==> src/design/mmf_pkg.sv <==
`default_nettype none

package mmf_pkg;

   // Line store geometry
   localparam int MAX_WIDTH = 1024;
   localparam int ADDR_W    = $clog2(MAX_WIDTH);

   // Register field widths
   localparam int WIDTH_W  = 11;
   localparam int HEIGHT_W = 16;
   localparam int ROW_W    = 16;

   // Common width for column compares against the frame width
   localparam int EXT_W = (ADDR_W + 1 > WIDTH_W) ? ADDR_W + 1 : WIDTH_W;

   // Pixel and window geometry
   localparam int CHAN_W   = 8;
   localparam int NUM_CHAN = 3;
   localparam int PIX_W    = CHAN_W * NUM_CHAN;
   localparam int WIN_DIM  = 3;
   localparam int WIN_TAPS = WIN_DIM * WIN_DIM;
   localparam int WIN_CTR  = WIN_TAPS / 2;

   // Configuration port
   localparam int CSR_IDX_W  = 2;
   localparam int CSR_DATA_W = 16;

   localparam logic [CSR_IDX_W-1:0] REG_FRAME_WIDTH  = 2'd0;
   localparam logic [CSR_IDX_W-1:0] REG_FRAME_HEIGHT = 2'd1;
   localparam logic [CSR_IDX_W-1:0] REG_SELECT_MAX   = 2'd2;
   localparam logic [CSR_IDX_W-1:0] REG_COLOUR_MODE  = 2'd3;

   // Register reset values
   localparam logic [WIDTH_W-1:0]  FRAME_WIDTH_RST  = 11'd1024;
   localparam logic [HEIGHT_W-1:0] FRAME_HEIGHT_RST = 16'd1;

   // Input action codes
   localparam logic ACTION_PIXEL = 1'b0;
   localparam logic ACTION_DRAIN = 1'b1;

   // Reduction seeds
   localparam logic [CHAN_W-1:0] SEED_MIN = 8'd255;
   localparam logic [CHAN_W-1:0] SEED_MAX = 8'd0;

   // Result queue
   localparam int FIFO_DEPTH = 4;
   localparam int FIFO_PTR_W = $clog2(FIFO_DEPTH);
   localparam int FIFO_CNT_W = $clog2(FIFO_DEPTH + 1);

   typedef struct packed {
      logic              action;
      logic [CHAN_W-1:0] in_red;
      logic [CHAN_W-1:0] in_green;
      logic [CHAN_W-1:0] in_blue;
   } req_payload_type;

   typedef struct packed {
      logic [CHAN_W-1:0] out_red;
      logic [CHAN_W-1:0] out_green;
      logic [CHAN_W-1:0] out_blue;
      logic              frame_last;
   } rsp_payload_type;

   // Per-item control that travels alongside the window
   typedef struct packed {
      logic                emit;
      logic                last;
      logic [WIN_TAPS-1:0] mask;
   } win_ctrl_type;

   // Saturating row increment
   function automatic logic [ROW_W-1:0] row_inc(input logic [ROW_W-1:0] r);
      row_inc = (r == '1) ? r : r + ROW_W'(1);
   endfunction

endpackage

`default_nettype wire

==> src/design/mmf_out_fifo.sv <==
`default_nettype none

module mmf_out_fifo (
   input  wire logic                               clock,
   input  wire logic                               reset,
   input  wire logic                               push,
   input  wire mmf_pkg::rsp_payload_type           push_data,
   input  wire logic                               pop,
   output logic                                    out_valid,
   output mmf_pkg::rsp_payload_type                out_data,
   output logic      [mmf_pkg::FIFO_CNT_W-1:0]     count
);

   mmf_pkg::rsp_payload_type          mem_ff [mmf_pkg::FIFO_DEPTH];
   logic [mmf_pkg::FIFO_PTR_W-1:0]    wr_ptr_ff;
   logic [mmf_pkg::FIFO_PTR_W-1:0]    rd_ptr_ff;
   logic [mmf_pkg::FIFO_CNT_W-1:0]    count_ff;

   // Store incoming result transactions
   always_ff @(posedge clock) begin
      if (push) begin
         mem_ff[wr_ptr_ff] <= push_data;
      end
   end

   // Advance pointers and occupancy
   always_ff @(posedge clock) begin
      if (reset) begin
         wr_ptr_ff <= '0;
         rd_ptr_ff <= '0;
         count_ff  <= '0;
      end else begin
         if (push) begin
            wr_ptr_ff <= wr_ptr_ff + mmf_pkg::FIFO_PTR_W'(1);
         end
         if (pop) begin
            rd_ptr_ff <= rd_ptr_ff + mmf_pkg::FIFO_PTR_W'(1);
         end
         if (push && !pop) begin
            count_ff <= count_ff + mmf_pkg::FIFO_CNT_W'(1);
         end else if (pop && !push) begin
            count_ff <= count_ff - mmf_pkg::FIFO_CNT_W'(1);
         end
      end
   end

   assign out_valid = (count_ff != '0);
   assign out_data  = mem_ff[rd_ptr_ff];
   assign count     = count_ff;

endmodule

`default_nettype wire

==> config.mk <==
export PLATFORM = sky130hd
export DESIGN_NAME = mmf_out_fifo
export DESIGN_NICKNAME = d
export VERILOG_FILES = /design/src/design/mmf_pkg.sv /design/src/design/mmf_out_fifo.sv
export SDC_FILE = /design/constraint.sdc
export NUM_CORES = 1
export LEC_CHECK = 0
export ABC_CLOCK_PERIOD_IN_PS = 2670
export BUFFER_PORTS_ARGS = -buffer_cell sky130_fd_sc_hd__buf_2
export CORE_ASPECT_RATIO = 0.7
export CORE_MARGIN = 2
export CORE_UTILIZATION = 36
export DETAILED_ROUTE_END_ITERATION = 8
export HOLD_SLACK_MARGIN = 0.03
export PLACE_DENSITY = 0.53
export SLEW_MARGIN = 40
export SYNTH_ARGS = -nofsm -noshare
export SYNTH_HDL_FRONTEND = slang
export SYNTH_SLANG_ARGS = --single-unit
==> constraint.sdc <==
create_clock -name clock -period 2.67 [get_ports clock]
set_input_delay 0.4005 -clock clock [delete_from_list [all_inputs] [get_ports clock]]
set_output_delay 0.4005 -clock clock [all_outputs]
set_load 0.01 [all_outputs]
== Yosys cells after proc, flatten, opt, wreduce, memory -nomap -nowiden ==
Memory sizes are Yosys's and may differ from the RTL's. A register that Yosys moved wholly into a read port is not among the register bits.
Index checks and enable logic that the tools add are counted.

* Register bits: 7
* Memory bits (writable): 100
* Bits of input ports: 29
* Output and inout bits: 29
* Memories kept: 1

* $add $sub $neg: 4
* Muxes and demuxes: 6
* Reductions and logical operators: 6

{| class="wikitable"
|+ Memories
! memory !! depth !! width !! rd ports !! clocked after memory_dff !! wr ports !! RTL line !! source
|-
| mem_ff || 4 || 25 || 1 || 1 || 1 || mmf_out_fifo.sv:14 || <nowiki>mmf_pkg::rsp_payload_type mem_ff [mmf_pkg::FIFO_DEPTH];</nowiki>
|}

{| class="wikitable"
|+ Operator list
! kind !! count
|-
| $mux 3 || 2
|-
| $add 2x1->2 const B || 2
|-
| $mux 2 || 2
|-
| $add 3x1->3 const B || 1
|-
| $reduce_bool 3->1 || 1
|-
| $sub 3x1->3 const B || 1
|-
| $logic_and 1x1->1 || 2
|-
| $logic_not 1->1 || 2
|-
| $mux 1 || 2
|-
| $reduce_bool 2->1 || 1
|}

== Logic depth before layout (Yosys ltp) ==
* Word-level depth: 4
* Mapped depth: 7
* Mapped depth without buffers: 7

== Least setup slack after synthesis ==
Ideal clock, no wire load.

* Path kind: input port to flip-flop
* Start point: in pop
* End point: reg count_ff, in the netlist count[2]
* Library setup time: 0.070 ns
* Arrival time: 1.572 ns
* Setup slack: 1.028 ns
* Cell stages on the path: 7
* Path buffers: 0
* Cells stage by stage: inv_1 > ha_1 > inv_1 > fa_1 > xor2_1 > or3_1 > a21oi_1

* Longest elaborated chain between the ends: 3
* Elaborated cells between the ends (all ways): 5
* Classes of those cells: mux: 1; reduce/logical: 4

{| class="wikitable"
|+ RTL lines
! what !! RTL line !! source
|-
| from (decl) || mmf_out_fifo.sv:8 || <nowiki>input wire logic pop,</nowiki>
|-
| $logic_not 1->1 || mmf_out_fifo.sv:39 || <nowiki>if (push && !pop) begin</nowiki>
|-
| $logic_and 1x1->1 || mmf_out_fifo.sv:39 ||
|-
| $mux 3 or $reduce_bool 2->1 (tied branches) || - ||
|-
| to (signal assigned) || mmf_out_fifo.sv:40 || <nowiki>count_ff <= count_ff + mmf_pkg::FIFO_CNT_W'(1);</nowiki>
|-
| to (signal assigned) || mmf_out_fifo.sv:42 || <nowiki>count_ff <= count_ff - mmf_pkg::FIFO_CNT_W'(1);</nowiki>
|-
| to (decl) || mmf_out_fifo.sv:17 || <nowiki>logic [mmf_pkg::FIFO_CNT_W-1:0] count_ff;</nowiki>
|}

Several ways; a longest one is shown, not always the timed one.
A chain may end at the register's enable or synchronous reset.

==> flow_summary.yaml <==
sta:
  worst_pin_slew_ps: 674
  fin_crit_ps: 2290
  fin_ws_ps: 385
  final_max_slew_viol_count: 0
  fin_worst_skew_ps: 8.12
  relSlewSlack_pct: 55.0
  finalHoldViolations: 0
  max_freq_mhz: 438
  min_period_over_period_pct: 85.6
  fin_tns_setup_ps: 0
  rsz0062_at_grt: "no"
  setup_viol: 0
layout:
  mostFrequentLayoutCells: "100 x edfxtp_1, 57 x buf_2, 20 x mux4_2"
  final_area_mm2: 0.00488
  drive_above_1_share_pct: 40.8
  stdcell_count: 403
  fillers: 959
  finalNetCount: 280
  final_common_cell: "edfxtp_1"
  diodes: 0
  syn_to_final_growth_pct: 19.8
place:
  place_ws_ps: 700
  placed_area_mm2: 0.00458
  io_buffers: 57
  gp_congestion: 0.700
  dpl.cell_count: 387
  place.detailed.hpwl_um: 4500
die:
  die_y_um: 93
  rows: 32
  initial_core_util_pct: 37.0
  die_x_um: 131
  core-area_mm2: 0.0110
  die-area_mm2: 0.0122
  io_pins: 58
critical_path:
  reg2reg_to: "mem_ff[2][16]"
  critPathMaxFanout: 13
  rrSetupSlack_ps: 990
  cp_cell_sequence: "buf_12, mux4_2, buf_2"
  ff2ff_path_depth: 4
  crit_path_end_kind: "primary output"
  cp_slowest_cell: "dfxtp_2"
  critPathMaxStageDelay_ps: 620
  critical_path_class: "flip-flop to primary output"
  worstReg2RegStart: "wr_ptr_ff[0]"
  crit_arrival_ps: 1880
  start_kind: "flip-flop"
  worstPathRequired_ps: 2270
power_and_ir_drop:
  switching_share_pct: 22.1
  power.static_leakage_nw: 1.70
  p_int_mw: 2.88
  ir_drop_mv: 0.338
  power.net_switching_uw: 816
  clockPowerShare_pct: 35.7
  seqPwrFrac_pct: 53.9
  p_comb_share_pct: 10.4
  p_per_area_mw_per_mm2: 757
clocking:
  cts-root-buf: "clkbuf_16"
  postCtsHoldBufs: 0
  cts_buffers: 9
  insertion_delay_ps: 340
  clk_path_buf_depth: 2
  cts_tree: "built"
  clkTransAtPathRegs_ps: 70
  postCtsSetupBuffers: 0
  htreeDepth: 3
  ctsResizeCount: 0
  clock-sinks: 109
logic_synthesis:
  syn-cell-area_mm2: 0.00407
  syn_inst: 174
  synth_top_area_share_pct: 73.7
  ys_seq_area_share_pct: 78.1
  synth_area_per_cell_um2: 23.4
  yosys.cell_types.count: 21
  synth_area_leader_cell: "edfxtp_1"
  yosysWarnings: 0
  ys_seq_elements: 109
  synth.area.top_cells: "edfxtp_1 74%, mux4_2 11%, dfxtp_1 4.4%, mux4_1 3.2%, ha_1 1.5%"
  syn_nets: 209
global_route:
  antenna_found_initial: 0
  grt_max_degree: 19
  grt_pass1_wl_um: 10800
  grt-ovfl-total: 0
  grt_pass1_vias: 1880
  track_usage_pct: 12.2
min_path:
  hold_class: "primary input to flip-flop"
  hp-start: "push_data[13]"
  hold_end: "mem_ff[2][13]"
  hold_depth: 1
drt:
  ant_nets: 0
  drt_iter0_drc: 111
  drt_wl_total_um: 6970
  drc: 0
  via_per_inst: 4.59
  first_pass_iters: 4
  wl_per_cell_um: 17.3
  vias: 1851
status:
  status: "finished clean"
flow_run:
  drv_cap: 0
-- registers in the layout (all words and copies together), names as in the netlist, named ones only --
register	cells
mem_ff	100
count	3
rd_ptr_ff	2
wr_ptr_ff	2
-- critical path, delay by kind of cell (launching register included) --
kind,cells,cell delay [ps]
flip-flops,1,620
buffers and inverters,2,390
multiplexers,1,520
-- through the flow --
stage | power [mW] | hold WS [ps] | util, %
floorplan | 2.26 | 485 | -
global placement | 2.42 | 499 | 41.6
detailed placement | 2.43 | 520 | 41.6
CTS | 3.75 | 259 | 44.3
global route | 3.85 | 259 | 44.3
finish | 3.70 | 271 | 44.3
-- Yosys cell counts --
master,number
nand2_1,1
buf_6,1
nor2_1,7
ha_1,5
o21ai_0,1
and2_1,4
xor2_1,3
edfxtp_1,100
or3_1,2
mux2i_1,2
mux4_2,20
inv_1,4
a21oi_1,1
clkbuf_1,1
clkbuf_2,1
buf_2,2
xnor2_1,2
buf_12,2
dfxtp_1,9
fa_1,1
mux4_1,5
-- metal layers --
| layer | vias up | GRT usage [%] | share of wire, % |
|---|---|---|---|
| met5 | - | 0 | 0 |
| met4 | 0 | 4.35 | 1.4 |
| met3 | 8 | 4.23 | 4.5 |
| met2 | 47 | 18.2 | 46 |
| met1 | 946 | 16.6 | 48 |
| li1 | 850 | - | - |
-- kinds of logic (layout without fill, tap and decap cells) --
family | after synthesis | count (layout) | synth area share (%)
AOI/OAI and AO/OA | 2 | 2 | 0.245
xor gates and xnor gates | 5 | 5 | 1.08
adders and majority gates | 6 | 6 | 2.03
buffers and inverters | 11 | 87 | 2.09
DFF | 109 | 109 | 78.1
muxes | 27 | 27 | 14.8
and+or+nand+nor | 14 | 14 | 1.66
-- worst max-delay path by stage --
stage / startpoint / to / slack, ps
2_1_floorplan: pop / count[2] / 1030
3_5_place_dp: flip-flop / out_data[21] / 700
5_1_grt: flip-flop / out_data[4] / 260
6_report: flip-flop / out_data[12] / 380
3_3_place_gp: flip-flop / out_data[12] / 700
4_1_cts: flip-flop / out_data[12] / 310
-- power groups by stage --
stage | Combinational [mW] | Clock (mW) | Sequential [mW]
final | 0.385 | 1.32 | 1.99
after global routing | 0.423 | 1.42 | 2.00
after CTS | 0.396 | 1.36 | 2.00
after detailed placement | 0.394 | 0 | 2.03
after global placement | 0.390 | 0 | 2.03
after floorplan | 0.245 | 0 | 2.02
-- area by class of cell --
cell class / instances / area (um2) / area share, %
flip-flops and latches: 109 / 3180 / 65.2
multi-input cells: 54 / 806 / 16.5
repair buffers: 67 / 385 / 7.90
clock buffers: 10 / 229 / 4.69
well taps: 153 / 191 / 3.92
clock inverters: 6 / 70.1 / 1.44
inverters: 4 / 15.0 / 0.308
Power figures use the tool's default switching activity.
