### src/design/mmf_pkg.sv
`default_nettype none

package mmf_pkg;

   // Line store geometry
   localparam int MAX_WIDTH = 1024;
   localparam int ADDR_W    = $clog2(MAX_WIDTH);

   // Register field widths
   localparam int WIDTH_W  = 11;
   localparam int HEIGHT_W = 16;
   localparam int ROW_W    = 16;

   // Common width for column compares against the frame width
   localparam int EXT_W = (ADDR_W + 1 > WIDTH_W) ? ADDR_W + 1 : WIDTH_W;

   // Pixel and window geometry
   localparam int CHAN_W   = 8;
   localparam int NUM_CHAN = 3;
   localparam int PIX_W    = CHAN_W * NUM_CHAN;
   localparam int WIN_DIM  = 3;
   localparam int WIN_TAPS = WIN_DIM * WIN_DIM;
   localparam int WIN_CTR  = WIN_TAPS / 2;

   // Configuration port
   localparam int CSR_IDX_W  = 2;
   localparam int CSR_DATA_W = 16;

   localparam logic [CSR_IDX_W-1:0] REG_FRAME_WIDTH  = 2'd0;
   localparam logic [CSR_IDX_W-1:0] REG_FRAME_HEIGHT = 2'd1;
   localparam logic [CSR_IDX_W-1:0] REG_SELECT_MAX   = 2'd2;
   localparam logic [CSR_IDX_W-1:0] REG_COLOUR_MODE  = 2'd3;

   // Register reset values
   localparam logic [WIDTH_W-1:0]  FRAME_WIDTH_RST  = 11'd1024;
   localparam logic [HEIGHT_W-1:0] FRAME_HEIGHT_RST = 16'd1;

   // Input action codes
   localparam logic ACTION_PIXEL = 1'b0;
   localparam logic ACTION_DRAIN = 1'b1;

   // Reduction seeds
   localparam logic [CHAN_W-1:0] SEED_MIN = 8'd255;
   localparam logic [CHAN_W-1:0] SEED_MAX = 8'd0;

   // Result queue
   localparam int FIFO_DEPTH = 4;
   localparam int FIFO_PTR_W = $clog2(FIFO_DEPTH);
   localparam int FIFO_CNT_W = $clog2(FIFO_DEPTH + 1);

   typedef struct packed {
      logic              action;
      logic [CHAN_W-1:0] in_red;
      logic [CHAN_W-1:0] in_green;
      logic [CHAN_W-1:0] in_blue;
   } req_payload_type;

   typedef struct packed {
      logic [CHAN_W-1:0] out_red;
      logic [CHAN_W-1:0] out_green;
      logic [CHAN_W-1:0] out_blue;
      logic              frame_last;
   } rsp_payload_type;

   // Per-item control that travels alongside the window
   typedef struct packed {
      logic                emit;
      logic                last;
      logic [WIN_TAPS-1:0] mask;
   } win_ctrl_type;

   // Saturating row increment
   function automatic logic [ROW_W-1:0] row_inc(input logic [ROW_W-1:0] r);
      row_inc = (r == '1) ? r : r + ROW_W'(1);
   endfunction

endpackage

`default_nettype wire

### src/design/mmf_lane.sv
`default_nettype none

module mmf_lane (
   input  wire logic                                              select_max,
   input  wire logic [mmf_pkg::WIN_TAPS-1:0][mmf_pkg::CHAN_W-1:0] tap_px,
   input  wire logic [mmf_pkg::WIN_TAPS-1:0]                      tap_mask,
   output logic      [mmf_pkg::CHAN_W-1:0]                        result_px
);

   logic [mmf_pkg::CHAN_W-1:0] seed;
   logic [mmf_pkg::CHAN_W-1:0] lvl0 [8];
   logic [mmf_pkg::CHAN_W-1:0] lvl1 [4];
   logic [mmf_pkg::CHAN_W-1:0] lvl2 [2];

   function automatic logic [mmf_pkg::CHAN_W-1:0] pick(
      input logic                       sel_max,
      input logic [mmf_pkg::CHAN_W-1:0] a,
      input logic [mmf_pkg::CHAN_W-1:0] b
   );
      if (sel_max) begin
         pick = (a > b) ? a : b;
      end else begin
         pick = (a < b) ? a : b;
      end
   endfunction

   assign seed = select_max ? mmf_pkg::SEED_MAX : mmf_pkg::SEED_MIN;

   // Replace masked neighbors with the seed, skip the center tap
   always_comb begin
      for (int i = 0; i < 8; i++) begin
         if (i < mmf_pkg::WIN_CTR) begin
            lvl0[i] = tap_mask[i] ? tap_px[i] : seed;
         end else begin
            lvl0[i] = tap_mask[i+1] ? tap_px[i+1] : seed;
         end
      end
   end

   // Reduce the eight neighbors in a three-level tree
   always_comb begin
      for (int i = 0; i < 4; i++) begin
         lvl1[i] = pick(select_max, lvl0[2*i], lvl0[2*i+1]);
      end
      for (int i = 0; i < 2; i++) begin
         lvl2[i] = pick(select_max, lvl1[2*i], lvl1[2*i+1]);
      end
   end

   assign result_px = pick(select_max, lvl2[0], lvl2[1]);

endmodule

`default_nettype wire

### config.mk
export PLATFORM = sky130hd
export DESIGN_NAME = mmf_lane
export DESIGN_NICKNAME = d
export VERILOG_FILES = /design/src/design/mmf_pkg.sv /design/src/design/mmf_lane.sv
export SDC_FILE = /design/constraint.sdc
export NUM_CORES = 1
export LEC_CHECK = 0
export BUFFER_PORTS_ARGS = -buffer_cell sky130_fd_sc_hd__buf_2
export CORE_MARGIN = 1
export CORE_UTILIZATION = 30
export DETAILED_ROUTE_END_ITERATION = 6
export PLACE_DENSITY = 0.47
export SLEW_MARGIN = 20
export SYNTH_ARGS = -nofsm -noshare
export SYNTH_HDL_FRONTEND = slang
export SYNTH_SLANG_ARGS = --single-unit
### constraint.sdc
create_clock -name vclk -period 17.9
set_clock_uncertainty 0.05 [all_clocks]
set_input_delay 3.58 -clock vclk [all_inputs]
set_output_delay 3.58 -clock vclk [all_outputs]
set_load 0.01 [all_outputs]
[Yosys cells after proc, flatten, opt, wreduce, memory -nomap -nowiden]
Cells that the tools add are included.
Word-level totals
  register bits: 0
  bits in latches: 0
  bits in writable memories: 0
  memory bits (read-only): 0
  input bits: 82
  output and inout port bits: 8
  word-level logic and storage cells: 44
  memories: 0
Cells by class
  $add $sub $neg: 0
  multiply operators: 0
  divide/modulo/power cells: 0
  magnitude comparators: 14
  equality and inequality tests: 0
  shifts and indexed selects: 0
  multiplexer cells: 30
  bitwise gates (word level): 0
  reductions and logical operators: 0
Operators with widths (number)
  $mux W8: 30
  $gt A8 B8 Y1: 7
  $lt A8 B8 Y1: 7

[Longest topological paths before layout]
Gate-level depths: netlist of run 1.
  depth after elaboration: 11
  gate-level depth with buffers: 34
  gate-level depth less buffers: 29

[Worst setup path before layout of run 1]
No wires, ideal clock.
  kind: input -> output
  from: input select_max
  to: output result_px[2] (netlist bit)
  arrival: 10.327 ns
  data required time: 14.270 ns
  slack: 3.943 ns
  cell stages on the path: 32
  path buffers: 7
  path through: buf_6 -> clkbuf_1 -> clkbuf_1 -> buf_1 -> clkbuf_1 -> o21ai_0 -> ha_1 -> nand2_1 -> nor2_1 -> o211ai_1 -> o211ai_2 -> and2_1 -> clkbuf_1 -> mux2_2 -> o21ai_0 -> ha_1 -> a21oi_1 -> a21oi_1 -> a2111oi_2 -> mux2_2 -> buf_2 -> nor2_1 -> a21o_1 -> ha_1 -> nor2b_1 -> o21a_1 -> o21a_1 -> o21ai_0 -> nand2_1 -> o21bai_1 -> inv_1 -> a221oi_1
On the way
  word-level cells in the longest chain between the ends: 11
  elaborated cells on any way between the ends: 44
  classes of those cells: 14 x order compare; 30 x mux
RTL lines
  start, declared: RTL line mmf_lane.sv:4  | input wire logic select_max,
  $mux W8: RTL line mmf_lane.sv:27  | assign seed = select_max ? mmf_pkg::SEED_MAX : mmf_pkg::SEED_MIN;
  $mux W8, on equally long branches: RTL line mmf_lane.sv:33, mmf_lane.sv:35
  $lt A8 B8 Y1 / $gt A8 B8 Y1 (equally long branches): RTL line mmf_lane.sv:23, mmf_lane.sv:21
  $mux W8, on equally long branches: RTL line mmf_lane.sv:23, mmf_lane.sv:21
  $mux W8: RTL line mmf_lane.sv:20  | if (sel_max) begin
  $lt A8 B8 Y1 / $gt A8 B8 Y1 (equally long branches): RTL line mmf_lane.sv:23, mmf_lane.sv:21
  $mux W8, on equally long branches: RTL line mmf_lane.sv:23, mmf_lane.sv:21
  $mux W8: RTL line mmf_lane.sv:20
  $lt A8 B8 Y1 / $gt A8 B8 Y1 (equally long branches): RTL line mmf_lane.sv:23, mmf_lane.sv:21
  $mux W8, on equally long branches: RTL line mmf_lane.sv:23, mmf_lane.sv:21
  $mux W8 *: RTL line mmf_lane.sv:20
  end, declared: RTL line mmf_lane.sv:7  | output logic [mmf_pkg::CHAN_W-1:0] result_px
Every way passes the cells marked *; elsewhere a longest branch is shown, timed or not.

[Worst setup path in the final report of run 1]
Ends and elaborated chain as after synthesis.

==> results of run 1 <==
## where the power goes
group	switching (mW)	leakage, nW	internal, mW	total [mW]
clock network	0	0	0	0
registers	0	0	0	0
logic	0.169	1.96	0.122	0.290
total	0.169	1.96	0.122	0.290
## layout by cell type, fill, tap and decap left out, types with 5 or more instances in the layout
| cell | count |
|---|---|
| buf_2 | 81 |
| a21oi_1 | 75 |
| ha_1 | 54 |
| nand2_1 | 47 |
| nor2_1 | 34 |
| o21ai_0 | 30 |
| inv_1 | 25 |
| a21o_1 | 22 |
| mux2i_1 | 22 |
| nand2b_1 | 14 |
| a221oi_1 | 12 |
| a31oi_1 | 11 |
| mux2_2 | 11 |
| o211ai_1 | 10 |
| a22oi_1 | 10 |
| nand3_1 | 10 |
| nor2b_1 | 10 |
| nand4_1 | 8 |
| o21a_1 | 7 |
| and3_1 | 6 |
| a211oi_1 | 6 |
| nor3b_1 | 6 |
| and2_1 | 5 |
## through the flow
stage	utilization [%]	total power, mW
after global placement	35.16	0.2876
after detailed placement	35.16	0.2907
after floorplan	-	0.2111
final	35.21	0.2902
after CTS	35.16	0.2922
after global routing	35.21	0.3287
## cell families after synthesis
group | after synthesis | share of synthesized area [%]
AOI/OAI and AO/OA | 228 | 41.75
xor gates and xnor gates | 1 | 0.2396
adders and majority gates | 54 | 18.48
buffers and inverters | 62 | 7.221
muxes | 35 | 10.44
and+or+nand+nor | 158 | 21.87
## cell usage after synthesis, drive strengths merged, types with 11 or more instances
cell and n:
a21oi 75, ha 54, nand2 48, nor2 35, o21ai 30, inv 27, a21o 23, mux2i 22
clkbuf 21, buf 14, nand2b 14, a221oi 12, mux2 12, a31oi 11, o211ai 11
## cell type report
cell class / instances / area [um2] / area share [%]
Inverter: 27 / 101.3 / 2.468
Timing Repair Buffer: 84 / 427.9 / 10.42
Multi-Input combinational cell: 476 / 3398 / 82.75
Tap cell: 143 / 178.9 / 4.357
## worst max-delay path, stage by stage
cell and delay (ns):
buf_2 0.16, buf_4 0.26, nor2_1 0.41, a21oi_1 0.10, ha_1 0.31, nor2b_1 0.13, o211ai_1 0.22, a21oi_1 0.13
nor2_1 0.71, o21ai_0 0.28, mux2_2 0.33, ha_1 0.29, nor2b_1 0.13, o211ai_1 0.20, a21oi_1 0.10, nor2_1 0.76
nor2_1 0.23, a221oi_1 0.46, inv_1 0.08, ha_1 0.30, and4_1 0.20, o21ai_0 0.14, a221oi_1 0.52, o21bai_1 0.42
inv_1 0.20, a221oi_1 0.41, buf_2 0.21
## path summary, 6_finish.rpt
path       start           end  cells after the start
min   tap_px[14]  result_px[6]                      5
max   select_max  result_px[2]                     27
## layer usage
layer	share of wire [%]	GRT usage, %
met4	0	0.1778
met2	44	29.77
met5	0	0
met3	2.7	0.3780
met1	53	29.56
==> impl_metrics.env, run 1 <==
export IMPL_fin_ws_ns=2.996
export IMPL_grt_max_degree=34
export IMPL_io_buffers=81
export IMPL_critPathLaunchType="input port"
export IMPL_initial_core_util_pct=31.35
export IMPL_cts_resized_gates=0
export IMPL_die_h_um=112.4
export IMPL_dr_pass1_iters=5
export IMPL_max_slew_margin_pct=33.09
export IMPL_crit_path_end_kind="output pin"
export IMPL_gr_usage_all_layers_pct=18.75
export IMPL_final_cells=730
export IMPL_hp_class="in2out"
export IMPL_setup_tns_ns=0
export IMPL_final_cell_area_um2=4106
export IMPL_fp_row_count=39
export IMPL_antenna_cells=0
export IMPL_fillCellCount=1283
export IMPL_yosys_warnings=0
export IMPL_routed_wl_um=11870
export IMPL_grt_antenna_before_repair=0
export IMPL_peakVddDrop_mv=0.03410
export IMPL_vias=4136
export IMPL_status="complete, no violations"
export IMPL_synthCells=538
export IMPL_fp_dieW_um=112.4
export IMPL_fmax_mhz=67.10
export IMPL_drtIter0Drc=285
export IMPL_final_hold_viol_count=0
export IMPL_seq_area_frac_synth_pct=0
export IMPL_place_ws_ns=2.963
export IMPL_first_global_vias=3917
export IMPL_wl_per_cell_um=16.26
export IMPL_synth_area_leaders="ha_1, a21oi_1, mux2i_1, nand2_1, a21o_1"
export IMPL_netlist_area_um2=3656
export IMPL_arrival_ns=11.27
export IMPL_yosysTopAreaCellShare_pct=18.48
export IMPL_maxSlewViolCount=0
export IMPL_cp_required_ns=14.27
export IMPL_dp_cells=730
export IMPL_viasPerCell=5.666
export IMPL_fin_nets=725
export IMPL_synth_net_count=674
export IMPL_drive_gt1_share_pct=19.25
export IMPL_rsz0062_at_grt="no"
export IMPL_overflow=0
export IMPL_fin_crit_ns=14.90
export IMPL_n_clock_buffer=0
export IMPL_core_area_um2=11660
export IMPL_fin_crit_sh_pct=83.26
export IMPL_p_per_area_nw_per_um2=70.67
export IMPL_cts_hold_buf=0
export IMPL_hpwl_um=9889
export IMPL_grt_pass1_wl_um=19880
export IMPL_worst_pin_slew_ns=1.000
export IMPL_p_leak_nw=1.957
export IMPL_maxCapViolCount=0
export IMPL_drc=0
export IMPL_worst_path_max_fanout=33
export IMPL_place_gp_congestion=0.8171
export IMPL_areaGrowthSynthToFinish_pct=12.32
export IMPL_die_area_um2=12630
export IMPL_syn_area_per_cell_um2=6.796
export IMPL_detail_route_antenna_nets=0
export IMPL_ios=90
export IMPL_crit_type="in2out"
export IMPL_place_area_um2=4100
export IMPL_post_cts_buffers=0
export IMPL_hold_slack_ns=7.813
export IMPL_final_seq_area_um2=0
export IMPL_ys_types=65
export IMPL_design_seq_count=0
export IMPL_yosys_area_top_type="ha_1"
export IMPL_setup_viol=0
No activity file was read; power rests on OpenSTA's default activity.
==> run 2: changes to the inputs <==
PLACE_DENSITY = 0.49   (was 0.47)
clock period = 13.1 ns   (was 17.9 ns; I/O delays follow)
==> impl_metrics.env, run 2 (synthesis results as in run 1) <==
export IMPL_detail_route_antenna_nets=0
export IMPL_rsz0062_at_grt="no"
export IMPL_final_seq_area_um2=0
export IMPL_crit_slowest_cell="a2111oi_2"
export IMPL_die_h_um=112.4
export IMPL_first_global_vias=3994
export IMPL_viasPerCell=5.780
export IMPL_fin_ws_ns=0.5843
export IMPL_arrival_ns=9.85
export IMPL_final_hold_viol_count=0
export IMPL_design_seq_count=0
export IMPL_drc=0
export IMPL_path_delay_family="compound AO/OA/AOI/OAI gates"
export IMPL_setup_viol=0
export IMPL_fp_dieW_um=112.4
export IMPL_fmax_mhz=79.90
export IMPL_place_gp_congestion=0.8515
export IMPL_status="complete, no violations"
export IMPL_overflow=0
export IMPL_p_leak_nw=1.984
export IMPL_final_cells=736
export IMPL_hpwl_um=10010
export IMPL_slowest_delay_ns=0.56
export IMPL_dp_cells=736
export IMPL_worst_pin_slew_ns=0.8065
export IMPL_ios=90
export IMPL_max_slew_margin_pct=46.03
export IMPL_areaGrowthSynthToFinish_pct=13.38
export IMPL_clockPowerShare_pct=0
export IMPL_p_sw_share_pct=57.52
export IMPL_wl_per_cell_um=16.43
export IMPL_peakVddDrop_mv=0.05005
export IMPL_io_buffers=81
export IMPL_fin_crit_ns=12.52
export IMPL_internal_power_uw=173.6
export IMPL_cts_hold_buf=0
export IMPL_maxSlewViolCount=0
export IMPL_gr_usage_all_layers_pct=18.84
export IMPL_grt_pass1_wl_um=19870
export IMPL_core_area_um2=11660
export IMPL_power_frac_comb_pct=100.0
export IMPL_die_area_um2=12630
export IMPL_cpMostUsedCell="ha_1"
export IMPL_place_ws_ns=0.6680
export IMPL_routed_wl_um=12090
export IMPL_initial_core_util_pct=31.35
export IMPL_dr_pass1_iters=5
export IMPL_critPathBufInv=3
export IMPL_antenna_cells=0
export IMPL_cts_resized_gates=0
export IMPL_multiInputGateArea_um2=3392
export IMPL_seq_power_share_pct=0
export IMPL_fin_nets=731
export IMPL_switchingPower_uw=235.0
export IMPL_vias=4254
export IMPL_n_clock_buffer=0
export IMPL_final_cell_mix="buf_2, a21oi_1, ha_1"
export IMPL_grt_antenna_before_repair=0
export IMPL_critPathLaunchType="input port"
export IMPL_setup_tns_ns=0
export IMPL_p_per_area_nw_per_um2=98.55
export IMPL_drtIter0Drc=278
export IMPL_maxCapViolCount=0
export IMPL_post_cts_buffers=0
export IMPL_total_power_uw=408.5
export IMPL_fillCellCount=1276
export IMPL_grt_max_degree=40
export IMPL_fin_crit_sh_pct=95.54
export IMPL_crit_type="in2out"
export IMPL_final_common_cell="buf_2"
export IMPL_fp_row_count=39
export IMPL_cp_required_ns=10.43
export IMPL_worst_path_max_fanout=15
export IMPL_crit_path_end_kind="output pin"
export IMPL_hp_class="in2out"
export IMPL_drive_gt1_share_pct=19.90
==> run 2: cell count changes in the layout (fill, tap and decap cells not counted), sizes merged <==
cell / change
buf: +6
==> run 2: layout make-up <==
type / instances / area share [%]
inverter: 27 / 2.445
multi-input combinational: 476 / 81.83
tap: 143 / 4.316
timing repair buffer: 90 / 11.41
==> run 2: power groups by stage <==
stage	combinational (mW)	clock (mW)	sequential (mW)
after global placement	0.401	0	0
after floorplan	0.289	0	0
after CTS	0.411	0	0
final	0.409	0	0
after detailed placement	0.408	0	0
after global routing	0.456	0	0
==> run 2: metal layers <==
metal / vias to the layer above / global-route usage, % / share of wire [%]
met1: 1960 / 28.38 / 51
met3: 0 / 0.5400 / 4.5
met2: 117 / 31.55 / 44
met4: 0 / 0 / 0
met5: - / 0 / 0
li1: 2177 / - / -
==> run 2: per-stage QoR <==
| step | hold WS [ns] | instance area (um2) | utilization [%] |
|---|---|---|---|
| 2_1_floorplan | 5.582 | 3656 | - |
| 3_3_place_gp | 5.917 | 4145 | 35.54 |
| 3_5_place_dp | 5.888 | 4145 | 35.54 |
| 4_1_cts | 5.895 | 4145 | 35.54 |
| 5_1_grt | 5.940 | 4145 | 35.54 |
| 6_report | 5.909 | 4145 | 35.54 |
==> run 2: worst paths after layout <==
kind / from / end / slack, ns / depth (start not counted)
worst min-delay path: tap_px[14] / result_px[6] / 5.91 / 5
worst max-delay path: select_max / result_px[1] / 0.58 / 28
==> run 3: changes to the inputs <==
CORE_UTILIZATION = 52   (was 30)
PLACE_DENSITY = 0.78   (was 0.49)
==> impl_metrics.env, run 3 (synthesis results as in run 1) <==
export IMPL_place_area_um2=4071
export IMPL_p_leak_nw=1.974
export IMPL_critPathLaunchType="input port"
export IMPL_cts_hold_buf=0
export IMPL_routed_wl_um=10460
export IMPL_hold_end="result_px[6]"
export IMPL_cp_required_ns=10.43
export IMPL_final_common_cell="buf_2"
export IMPL_power_frac_comb_pct=100.0
export IMPL_final_hold_viol_count=0
export IMPL_ios=90
export IMPL_total_power_uw=402.3
export IMPL_hold_slack_ns=5.873
export IMPL_clockPowerShare_pct=0
export IMPL_fin_crit_ns=12.41
export IMPL_setup_tns_ns=0
export IMPL_overflow=0
export IMPL_worstSetupStartpoint="tap_mask[6]"
export IMPL_drtIter0Drc=342
export IMPL_hold_depth=5
export IMPL_post_cts_buffers=0
export IMPL_viasPerCell=6.317
export IMPL_peakVddDrop_mv=0.07291
export IMPL_p_sw_share_pct=57.00
export IMPL_hp_class="in2out"
export IMPL_antenna_cells=0
export IMPL_fin_crit_sh_pct=94.71
export IMPL_grt_max_degree=40
export IMPL_worst_path_max_fanout=20
export IMPL_drive_gt1_share_pct=19.63
export IMPL_final_cells=687
export IMPL_fp_row_count=30
export IMPL_place_gp_congestion=0.9209
export IMPL_worst_pin_slew_ns=0.6248
export IMPL_vias=4340
export IMPL_wl_per_cell_um=15.22
export IMPL_place_ws_ns=0.6596
export IMPL_final_cell_mix="buf_2, a21oi_1, ha_1"
export IMPL_fp_dieW_um=85.85
export IMPL_first_global_vias=3735
export IMPL_grt_pass1_wl_um=16880
export IMPL_final_seq_area_um2=0
export IMPL_core_area_um2=6794
export IMPL_max_slew_margin_pct=58.19
export IMPL_p_per_area_nw_per_um2=98.60
export IMPL_switchingPower_uw=229.3
export IMPL_die_area_um2=7370
export IMPL_fillCellCount=667
export IMPL_initial_core_util_pct=53.81
export IMPL_rsz0062_at_grt="no"
export IMPL_n_clock_buffer=0
export IMPL_fmax_mhz=80.60
export IMPL_cts_resized_gates=0
export IMPL_fin_ws_ns=0.6933
export IMPL_grt_antenna_before_repair=0
export IMPL_crit_path_end_kind="output pin"
export IMPL_fin_nets=729
export IMPL_maxCapViolCount=0
export IMPL_crit_type="in2out"
export IMPL_detail_route_antenna_nets=0
export IMPL_final_core_util_pct=60.06
export IMPL_setup_viol=0
export IMPL_drc=0
export IMPL_gr_usage_all_layers_pct=27.22
export IMPL_design_seq_count=0
export IMPL_io_buffers=81
export IMPL_areaGrowthSynthToFinish_pct=11.60
export IMPL_die_h_um=85.85
export IMPL_min_from="tap_px[14]"
export IMPL_dr_pass1_iters=5
export IMPL_status="complete, no violations"
export IMPL_final_cell_area_um2=4080
export IMPL_maxSlewViolCount=0
export IMPL_seq_power_share_pct=0
export IMPL_dp_cells=687
export IMPL_arrival_ns=9.74
export IMPL_internal_power_uw=173.0
export IMPL_hpwl_um=8507
==> run 3: cell types whose count changed in the layout (fill, tap and decap cells not counted) <==
cell / delta
buf_4: -2
o211ai_2: -1
o211ai_4: +1
==> run 3: cell type report <==
type	count	area (um2)	share of cell area, %
Timing Repair Buffer	88	457.9	11.22
Multi-Input combinational cell	476	3401	83.35
Inverter	27	101.3	2.484
Tap cell	96	120.1	2.944
==> run 3: worst max-delay path by stage <==
stage	end	slack [ns]	depth (start not counted)
detailed placement	result_px[1]	0.66	28
finish	result_px[1]	0.69	28
CTS	result_px[1]	0.65	28
global route	result_px[1]	0.11	28
floorplan	result_px[2]	1.06	32
global placement	result_px[1]	0.85	28
==> run 3: power groups by stage <==
| stage | Sequential, mW | Combinational [mW] | Clock, mW |
|---|---|---|---|
| final | 0 | 0.402 | 0 |
| after global routing | 0 | 0.445 | 0 |
| after CTS | 0 | 0.396 | 0 |
| after detailed placement | 0 | 0.394 | 0 |
| after global placement | 0 | 0.383 | 0 |
| after floorplan | 0 | 0.289 | 0 |
==> run 3: routing by layer <==
layer / track usage [%] / vias up / share of wire, %
met3: 2.117 / 17 / 6.1
li1: - / 2173 / -
met5: 0 / - / 0
met2: 44.22 / 188 / 44
met4: 4.848 / 0 / 1.7
met1: 39.54 / 1962 / 48
==> run 3: critical path, stage by stage <==
cell and delay, ns:
buf_2 0.22, nor2_1 0.40, a21oi_1 0.09, ha_1 0.32
nand4_1 0.13, nor2_1 0.20, o211ai_1 0.19, o211ai_4 0.47
mux2_2 0.39, a221oi_1 0.43, inv_1 0.09, ha_1 0.32
nand4_1 0.15, a21oi_1 0.08, a2111oi_2 0.56, mux2_2 0.51
o41a_1 0.49, ha_1 0.20, nor2b_1 0.11, o21a_1 0.12
o21a_1 0.11, o21ai_0 0.12, a221oi_1 0.49, o21bai_1 0.21
buf_4 0.19, a211oi_1 0.05, a221o_1 0.31, buf_2 0.15
